File: src/design/dar_pkg.sv
package dar_pkg;

  localparam int unsigned VALUE_W   = 16;
  localparam int unsigned CHAR_W    = 8;
  localparam int unsigned MAX_CHARS = 5;
  localparam int unsigned DIGIT_W   = 4;
  localparam int unsigned PAIR_W    = 7;   // holds 0..99
  localparam int unsigned LOW_W     = 14;  // holds 0..9999

  localparam logic [VALUE_W-1:0] MAX_SHOWN   = 16'd9999;
  localparam logic [CHAR_W-1:0]  ASCII_ZERO  = 8'd48;
  localparam logic [CHAR_W-1:0]  ASCII_SPACE = 8'h20;
  localparam logic [CHAR_W-1:0]  ASCII_DOT   = 8'h2E;
  localparam logic [CHAR_W-1:0]  ASCII_DASH  = 8'h2D;

  localparam logic FUNC_VOLT = 1'b0;
  localparam logic FUNC_FREQ = 1'b1;

  typedef logic [2:0]                         count_t;
  typedef logic [CHAR_W-1:0]                  char_t;
  typedef logic [MAX_CHARS-1:0][CHAR_W-1:0]   line_t;

  localparam count_t VOLT_COUNT = 3'd5;
  localparam count_t FREQ_COUNT = 3'd4;

  // reading split into two base-100 places
  typedef struct packed {
    logic [PAIR_W-1:0] hi;   // thousands and hundreds
    logic [PAIR_W-1:0] lo;   // tens and units
    logic              func;
    logic              bad;  // invalid marker or more than four digits
  } split_t;

  // x / 10 for x below 100, reciprocal multiply
  function automatic logic [DIGIT_W-1:0] div10(input logic [PAIR_W-1:0] x);
    logic [PAIR_W+7:0] prod;
    prod = {8'd0, x} * 15'd205;
    return prod[14:11];
  endfunction

  // x % 10 given its quotient
  function automatic logic [DIGIT_W-1:0] mod10(input logic [PAIR_W-1:0] x,
                                               input logic [DIGIT_W-1:0] q);
    logic [PAIR_W-1:0] rem;
    rem = x - PAIR_W'({3'd0, q} * 7'd10);
    return rem[DIGIT_W-1:0];
  endfunction

  function automatic char_t digit_char(input logic [DIGIT_W-1:0] d);
    return ASCII_ZERO + {4'd0, d};
  endfunction

endpackage

File: src/design/dar_in_if.sv
interface dar_in_if;
  logic        valid;
  logic        ready;
  logic [15:0] value;
  logic        func;

  modport source (output valid, output value, output func, input ready);
  modport sink   (input valid, input value, input func, output ready);
endinterface

File: src/design/dar_out_if.sv
interface dar_out_if;
  logic       valid;
  logic       ready;
  logic [7:0] character;
  logic       last;

  modport source (output valid, output character, output last, input ready);
  modport sink   (input valid, input character, input last, output ready);
endinterface

File: src/design/decimal_ascii_readout_formatter_top.sv
// Formats a 16-bit reading as ASCII, leftmost character first, one character
// per output item with last set on the final one. func 0 gives five characters
// d.ddd (reading in millivolts); func 1 gives four characters with leading
// zeros blanked to spaces, units digit always shown. Readings above 9999,
// including the invalid marker 0xFFFF, give dashes (five or four). An accepted
// reading is registered in the input register and then loaded into the
// character output register, which sends one character per cycle while readout
// is ready; the next reading is taken and converted while the current
// characters drain.
module decimal_ascii_readout_formatter_top (
  input logic       clk,
  input logic       rst,
  dar_in_if.sink    reading,
  dar_out_if.source readout
);
  import dar_pkg::*;

  split_t split;
  logic   split_valid;
  logic   load_ready;
  line_t  line;
  count_t count;

  // input register: reading split into two base-100 places
  dar_front u_front (
    .clk         (clk),
    .rst         (rst),
    .in_valid    (reading.valid),
    .in_ready    (reading.ready),
    .value       (reading.value),
    .func        (reading.func),
    .advance     (split_valid && load_ready),
    .split_valid (split_valid),
    .split       (split)
  );

  // digits, blanking and dash substitution
  dar_format u_format (
    .split (split),
    .line  (line),
    .count (count)
  );

  // character output register, shifts one character out per item
  dar_serial u_serial (
    .clk        (clk),
    .rst        (rst),
    .load_valid (split_valid),
    .load_ready (load_ready),
    .load_line  (line),
    .load_count (count),
    .out_valid  (readout.valid),
    .out_ready  (readout.ready),
    .character  (readout.character),
    .last       (readout.last)
  );

endmodule

File: src/design/dar_front.sv
module dar_front (
  input  logic                           clk,
  input  logic                           rst,
  input  logic                           in_valid,
  output logic                           in_ready,
  input  logic [dar_pkg::VALUE_W-1:0]    value,
  input  logic                           func,
  input  logic                           advance,
  output logic                           split_valid,
  output dar_pkg::split_t                split
);
  import dar_pkg::*;

  logic [LOW_W-1:0]   low_bits;
  logic [LOW_W+12:0]  prod;
  logic [PAIR_W-1:0]  hi_next;
  logic [LOW_W-1:0]   lo_full;
  split_t             split_next;

  // value / 100 by reciprocal 5243 / 2^19, exact below 10000
  always_comb begin
    low_bits          = value[LOW_W-1:0];
    prod              = {13'd0, low_bits} * 27'd5243;
    hi_next           = prod[25:19];
    lo_full           = low_bits - LOW_W'({7'd0, hi_next} * 14'd100);
    split_next.hi     = hi_next;
    split_next.lo     = lo_full[PAIR_W-1:0];
    split_next.func   = func;
    split_next.bad    = (value > MAX_SHOWN);
  end

  assign in_ready = !split_valid || advance;

  always_ff @(posedge clk) begin
    if (rst) begin
      split_valid <= 1'b0;
    end else if (in_valid && in_ready) begin
      split_valid <= 1'b1;
    end else if (advance) begin
      split_valid <= 1'b0;
    end
    if (in_valid && in_ready) begin
      split <= split_next;
    end
  end

endmodule

File: src/design/dar_format.sv
module dar_format (
  input  dar_pkg::split_t  split,
  output dar_pkg::line_t   line,
  output dar_pkg::count_t  count
);
  import dar_pkg::*;

  logic [DIGIT_W-1:0] d0, d1, d2, d3;

  always_comb begin
    d0 = div10(split.hi);
    d1 = mod10(split.hi, d0);
    d2 = div10(split.lo);
    d3 = mod10(split.lo, d2);
    line = '0;
    if (split.func == FUNC_FREQ) begin
      count = FREQ_COUNT;
    end else begin
      count = VOLT_COUNT;
    end
    if (split.bad) begin
      for (int i = 0; i < MAX_CHARS; i++) begin
        line[i] = ASCII_DASH;
      end
    end else if (split.func == FUNC_FREQ) begin
      // leading zero places blank, units always shown
      line[0] = (split.hi < 7'd10) ? ASCII_SPACE : digit_char(d0);
      line[1] = (split.hi == '0) ? ASCII_SPACE : digit_char(d1);
      line[2] = (split.hi == '0 && split.lo < 7'd10) ? ASCII_SPACE : digit_char(d2);
      line[3] = digit_char(d3);
    end else begin
      line[0] = digit_char(d0);
      line[1] = ASCII_DOT;
      line[2] = digit_char(d1);
      line[3] = digit_char(d2);
      line[4] = digit_char(d3);
    end
  end

endmodule

File: src/design/dar_serial.sv
module dar_serial (
  input  logic                  clk,
  input  logic                  rst,
  input  logic                  load_valid,
  output logic                  load_ready,
  input  dar_pkg::line_t        load_line,
  input  dar_pkg::count_t       load_count,
  output logic                  out_valid,
  input  logic                  out_ready,
  output dar_pkg::char_t        character,
  output logic                  last
);
  import dar_pkg::*;

  line_t  line;
  count_t left;

  assign last       = (left == 3'd1);
  assign character  = line[0];
  assign load_ready = !out_valid || (out_ready && last);

  always_ff @(posedge clk) begin
    if (rst) begin
      out_valid <= 1'b0;
      left      <= '0;
    end else if (load_valid && load_ready) begin
      out_valid <= 1'b1;
      left      <= load_count;
    end else if (out_valid && out_ready) begin
      left <= left - 3'd1;
      if (last) begin
        out_valid <= 1'b0;
      end
    end
    if (load_valid && load_ready) begin
      line <= load_line;
    end else if (out_valid && out_ready) begin
      line <= {ASCII_SPACE, line[MAX_CHARS-1:1]};
    end
  end

endmodule
File: src/flat_wrapper.sv
// flat-port wrapper written by rule: the top's interface ports become plain ports
module decimal_ascii_readout_formatter_top_flat import dar_pkg::*;
  (clk, rst, reading_valid, reading_value, reading_func, reading_ready, readout_valid, readout_character, readout_last, readout_ready);
  dar_in_if reading_i ();
  dar_out_if readout_i ();
  input logic clk;
  input logic rst;
  input wire logic [$bits(reading_i.valid)-1:0] reading_valid;
  input wire logic [$bits(reading_i.value)-1:0] reading_value;
  input wire logic [$bits(reading_i.func)-1:0] reading_func;
  output wire logic [$bits(reading_i.ready)-1:0] reading_ready;
  output wire logic [$bits(readout_i.valid)-1:0] readout_valid;
  output wire logic [$bits(readout_i.character)-1:0] readout_character;
  output wire logic [$bits(readout_i.last)-1:0] readout_last;
  input wire logic [$bits(readout_i.ready)-1:0] readout_ready;
  assign reading_i.valid = reading_valid;
  assign reading_i.value = reading_value;
  assign reading_i.func = reading_func;
  assign reading_ready = reading_i.ready;
  assign readout_valid = readout_i.valid;
  assign readout_character = readout_i.character;
  assign readout_last = readout_i.last;
  assign readout_i.ready = readout_ready;
  decimal_ascii_readout_formatter_top u_core (.clk(clk), .rst(rst), .reading(reading_i), .readout(readout_i));
endmodule
File: config.mk
export PLATFORM = sky130hd
export DESIGN_NAME = decimal_ascii_readout_formatter_top_flat
export DESIGN_NICKNAME = d
export VERILOG_FILES = /design/src/design/dar_pkg.sv /design/src/design/dar_in_if.sv /design/src/design/dar_out_if.sv /design/src/design/decimal_ascii_readout_formatter_top.sv /design/src/design/dar_front.sv /design/src/design/dar_format.sv /design/src/design/dar_serial.sv /design/src/flat_wrapper.sv
export SDC_FILE = /design/constraint.sdc
export NUM_CORES = 1
export LEC_CHECK = 0
export BUFFER_PORTS_ARGS = -buffer_cell sky130_fd_sc_hd__clkbuf_2
export CAP_MARGIN = 20
export CORE_MARGIN = 10
export CORE_UTILIZATION = 53
export CTS_BUF_LIST = sky130_fd_sc_hd__clkbuf_4 sky130_fd_sc_hd__clkbuf_8
export DETAILED_ROUTE_END_ITERATION = 10
export PLACE_DENSITY = 0.73
export SETUP_SLACK_MARGIN = 0.2
export SLEW_MARGIN = 25
export SYNTH_ARGS = -nofsm -noshare
export SYNTH_HDL_FRONTEND = slang
export SYNTH_HIERARCHICAL = 1
export SYNTH_SLANG_ARGS = --single-unit
File: constraint.sdc
create_clock -name clk -period 6.45 [get_ports clk]
set_input_delay 1.29 -clock clk [delete_from_list [all_inputs] [get_ports clk]]
set_output_delay 1.29 -clock clk [all_outputs]
set_load 0.03 [all_outputs]
Word-level counts from Yosys, hierarchy flattened

Index checks and enable logic that the tools add are counted.

Reductions and logical operators: 14
Mux-type cells: 16
$mul: 6
Equality and inequality tests: 1
$lt $le $gt $ge: 3
Add/sub/neg operators: 8

Operators by type and width:

| cell                   | count |
|---|---|
| $mux 40                | 3 |
| $mux 31                | 1 |
| $mul 7x8->15 const B   | 2 |
| $add 6x4->7 const A    | 4 |
| $mul 14x13->26 const B | 1 |
| $mux 8                 | 3 |
| $gt 16x14->1 const B   | 1 |
| $lt 7x4->1 const B     | 2 |
| $mul 4x3->3 const B    | 2 |
| $sub 4x4->4            | 2 |
| $logic_not 7->1        | 1 |
| $mul 7x5->5 const B    | 1 |
| $mux 7                 | 1 |
| $sub 7x7->7            | 1 |
| $mux 1                 | 6 |
| $mux 3                 | 2 |
| $reduce_bool 2->1      | 3 |
| $logic_and 1x1->1      | 5 |
| $eq 3x1->1 const B     | 1 |
| $sub 3x1->3 const B    | 1 |
| $logic_not 1->1        | 2 |
| $logic_or 1x1->1       | 2 |
| $reduce_and 2->1       | 1 |

Output and inout port bits: 11
Logic and storage cells: 60
Register bits after elaboration: 61

Depth between registers and ports, before layout

Word-level depth: 8
Depth in mapped cells: 24

Modules after synthesis

The synthesis kept the hierarchy.

By module, submodules not included:

| module                              | cells an instance | area an instance (µm²) | instances |
|---|---|---|---|
| dar_front                           | 416               | 4,247.8                | 1 |
| dar_format                          | 278               | 2,416.1                | 1 |
| dar_serial                          | 201               | 2,023.2                | 1 |
| decimal_ascii_readout_formatter_top | 1                 | 6.3                    | 1 |

Worst setup path before layout

Ideal clock, no wire load.

Kind: input to register
Start: in reading_value[10]
End: reg u_core/u_front/split[8] (netlist name)
Arrival: 6,134 ps
Path slack: 48 ps
Buffers on the path: 0
Stages on the path: 23
Data required time: 6,182 ps
Path through: fa_1 > ha_1 > inv_1 > fa_1 > inv_1 > fa_1 > inv_1 > fa_1 > inv_1 > ha_1 > nand4_2 > a2111oi_2 > o31a_1 > a21oi_2 > xnor2_1 > ha_1 > fa_1 > inv_1 > a21o_1 > a21oi_1 > xnor2_1 > xnor2_1 > xnor2_1

Cells in the longest elaborated chain, start to end: 3

RTL lines:

| what                                | line              | text |
|---|---|---|
| from (decl)                         | flat_wrapper.sv:9 | `input wire logic [$bits(reading_i.value)-1:0] reading_value;` |
| $mul 14x13->26                      | dar_front.sv:23   | `prod = {13'd0, low_bits} * 27'd5243;` |
| named net u_core.u_front.prod[19]   | dar_front.sv:15   | `logic [LOW_W+12:0] prod;` |
| $mul 7x5->5                         | dar_front.sv:25   | `lo_full = low_bits - LOW_W'({7'd0, hi_next} * 14'd100);` |
| $sub 7x7->7                         | dar_front.sv:25   |  |
| named net u_core.u_front.lo_full[6] | dar_front.sv:17   | `logic [LOW_W-1:0] lo_full;` |

The timed path passes the listed nets, and every way through them passes these cells.
A chain may end at the register's enable or synchronous reset.

Final worst setup path

Start: in reading_value[7]
End: reg u_core/u_front/split[8] (netlist name)

Cells in the longest elaborated chain, start to end: 3

RTL lines:

| what                                | line |
|---|---|
| $mul 14x13->26                      | dar_front.sv:23 |
| named net u_core.u_front.prod[19]   | dar_front.sv:15 |
| $mul 7x5->5                         | dar_front.sv:25 |
| $sub 7x7->7                         | dar_front.sv:25 |
| named net u_core.u_front.lo_full[6] | dar_front.sv:17 |

The timed path passes the listed nets, and every way through them passes these cells.

==> metrics.cfg <==
[status]
status=finished clean

[synthesis]
avgSynthCellArea_sq_um=9.70
synth_top_area_cell=ha_1
ys_types=68
yosysWarnings=6
ys.flop_type=edfxtp_1
synth-seq-area-share=0.205
synth.ff_latch_count=61
synth_edf_count=56
syn_area_sq_um=8690
synth-async-reset-ratio=0
synth_top_area_share=0.269
synth_area_leaders=ha_1 (27%), edfxtp_1 (19%), fa_1 (19%)
synth_cells=896

[global_route]
grt_start_max_net_pins=44
first_global_vias=6465
grt_antenna_before_repair=0
track_usage=0.168
grt_pass1_wl_mm=30.6
grt.overflow.total=0

[route]
wl_mm=18.3
drt_iter0_drc=488
vias_per_cell=5.17
wire_per_inst_um=15.2
drtPass1Iterations=5
drc=0
final_antenna_net_count=0
vias=6227

[sta]
slew_viol_final=0
slew_headroom=0.356
worst_pin_slew_ns=0.962
hold-worst-slack_ns=0.513
rsz0062_at_grt=yes
fin_skew_ns=0.0102
setup_viol=0
fmax_mhz=161
setup_tns_ns=0
period_needed_ns=6.20
finalHoldViolCount=0
fin_crit_sh=0.961

[clock_network]
numCtsBuffers=9
clkTransAtPathRegs_ns=0.07
cts_buffer_depth=2
cts_htree_levels=3
clk_latency_ns=0.35
clock_sinks=61
cts_tree=built
clockRootBuffer=clkbuf_8

[place]
io_buffers=31
place_hpwl_mm=14.8
place_congestion=0.868
placed_cells=1181

[floorplan]
die_x_um=148
dieArea_sq_um=21900
die_h_um=148
ioPinCount=32
fp.coreArea_sq_um=16000
rows=46
start_util=0.543

[worst_setup_path]
worstPathRequired_ns=6.55
cp-end-kind=flip-flop
path_class=input pin to flip-flop
arrival_ns=6.29
worst_setup_path_start_kind=input pin
critPathMaxFanout=4

[layout]
syn2layout_area_growth_pct=15.3
final_nets=1273
antennaDiodeCount=0
multi_input_comb_area_sq_um=6300
fin_cells=1205
fillers=1306
final-seq-area_sq_um=1780
drive_gt1_frac=0.188

[run]
cap_violations=0

[worst_hold_path]
hold_path.class=flip-flop to flip-flop

[repair_timing]
item	CTS	global route
setup endpoints to repair	1	2
setup buffers	2	6
resized for setup	12	61
pin swaps	8	50
hold buffers	0	0
endpoints found under the hold margin	0	0
[per-layer routing]
layer / up-vias / wire [um] / global-route usage
met2: 150 / 8740 / 0.278
met3: 18 / 943 / 0.0337
met5: - / 0 / 0
li1: 3079 / - / -
met1: 2980 / 8440 / 0.223
met4: 0 / 216 / 0.0337
[placed cells by master, fill, tap and decap left out, drive strengths merged, types with 2 or more instances in the layout]
cell,synthesis,routed
inv,189,188
ha,187,187
nand2,119,119
fa,81,81
buf,32,78
edfxtp,56,56
a21oi,30,30
clkbuf,4,30
nor2,23,23
xnor2,22,22
o21ai,17,17
conb,2,16
a21o,15,15
and2,11,11
nand3,11,11
nand4,9,9
xor2,7,7
nor3,6,6
or3,5,5
dfxtp,5,5
clkinvlp,0,4
and4,4,4
nand2b,4,4
or2,4,4
o221ai,4,4
nor3b,3,3
and3,3,3
nand4b,3,3
nor2b,3,3
o2111ai,3,3
a21boi,3,3
a2111oi,3,3
a211oi,3,3
bufinv,0,2
o22ai,2,2
a211o,2,2
clkinv,0,2
o31ai,2,2
[critical path, stage by stage]
cell       delay (ns)
buf_6            0.11
fa_1             0.55
ha_2             0.19
inv_2            0.04
fa_1             0.50
inv_2            0.05
fa_1             0.55
inv_2            0.04
fa_1             0.51
inv_2            0.05
ha_4             0.27
nand2_1          0.11
a2111oi_4        0.29
o31a_1           0.21
a21oi_2          0.09
xnor2_2          0.24
ha_2             0.24
fa_2             0.20
inv_1            0.04
a21o_1           0.17
a21oi_2          0.14
xnor2_1          0.15
xnor2_1          0.16
xnor2_1          0.09
[logic make-up (layout without fill, tap and decap cells)]
kind of cell / count (synthesis) / count (layout) / synth area share
adder cells (fa/ha/maj): 268 / 268 / 0.456
buffers and inverters: 225 / 304 / 0.110
AND/OR/NAND/NOR: 211 / 211 / 0.115
AO/OA/AOI/OAI: 98 / 98 / 0.0800
flip-flops: 61 / 61 / 0.205
XOR/XNOR: 30 / 30 / 0.0318
other: 2 / 16 / 0.000864
multiplexers: 1 / 1 / 0.00115
[flip-flops by register name, summed over array words and instances, names as in the netlist]
name                        cells
u_core/u_serial/line           32
u_core/u_front/split           16
u_core/u_serial/character       8
u_core/u_serial/left            3
u_core/u_front/split_valid      1
u_core/u_serial/out_valid       1
[cell type report]
| cell class | count | area share |
|---|---|---|
| clock buffers | 9 | 0.0124 |
| clock inverters | 7 | 0.00974 |
| inverters | 189 | 0.0715 |
| multi-input cells | 624 | 0.629 |
| flip-flops and latches | 61 | 0.178 |
| well taps | 216 | 0.0270 |
| repair buffers | 99 | 0.0728 |
[cells in the mapped netlist (3+ instances only)]
cell and count:
inv_1 189, nor3b_1 3, clkbuf_1 3, edfxtp_1 56, xnor2_1 22, o2111ai_1 3
nor3_1 4, and3_1 3, and2_1 10, nor2_1 23, xor2_1 7, fa_1 81
nand2_1 119, nand4b_1 3, and4_1 4, a21oi_1 29, or2_2 3, nand4_1 7
or3_1 5, ha_1 187, o21ai_0 15, a211oi_1 3, buf_4 24, dfxtp_1 5
a21o_1 15, o221ai_1 4, nand3_1 10, buf_2 6, nor2b_1 3, nand2b_1 4
[path summary, 6_finish.rpt]
kind,startpoint,endpoint,slack (ns),cells after the start
worst max-delay path,reading_value[7],u_core/u_front/split[8]$_DFFE_PP_,0.25,24
worst min-delay path,u_core/u_serial/line[25]$_DFFE_PP_,u_core/u_serial/line[17]$_DFFE_PP_,0.51,2
worst max register to register,u_core/u_front/split[6]$_DFFE_PP_,u_core/u_serial/line[35]$_SDFFCE_PP0P_,0.88,21
worst min register to register,u_core/u_serial/line[25]$_DFFE_PP_,u_core/u_serial/line[17]$_DFFE_PP_,0.51,2
[metrics by stage]
step                      cell area (sq um)  utilization  worst slack [ns]
after floorplan                        8830            -             0.209
after global placement                 9460        0.591            -0.195
after detailed placement               9460        0.591            -0.319
after CTS                              9780        0.612             0.205
after global routing                  10000        0.626           0.00143
final                                 10000        0.626             0.253
Power is left out: the tool's default activity adds up to more than one toggle a clock period on the data nets, which glitch-free logic cannot reach.
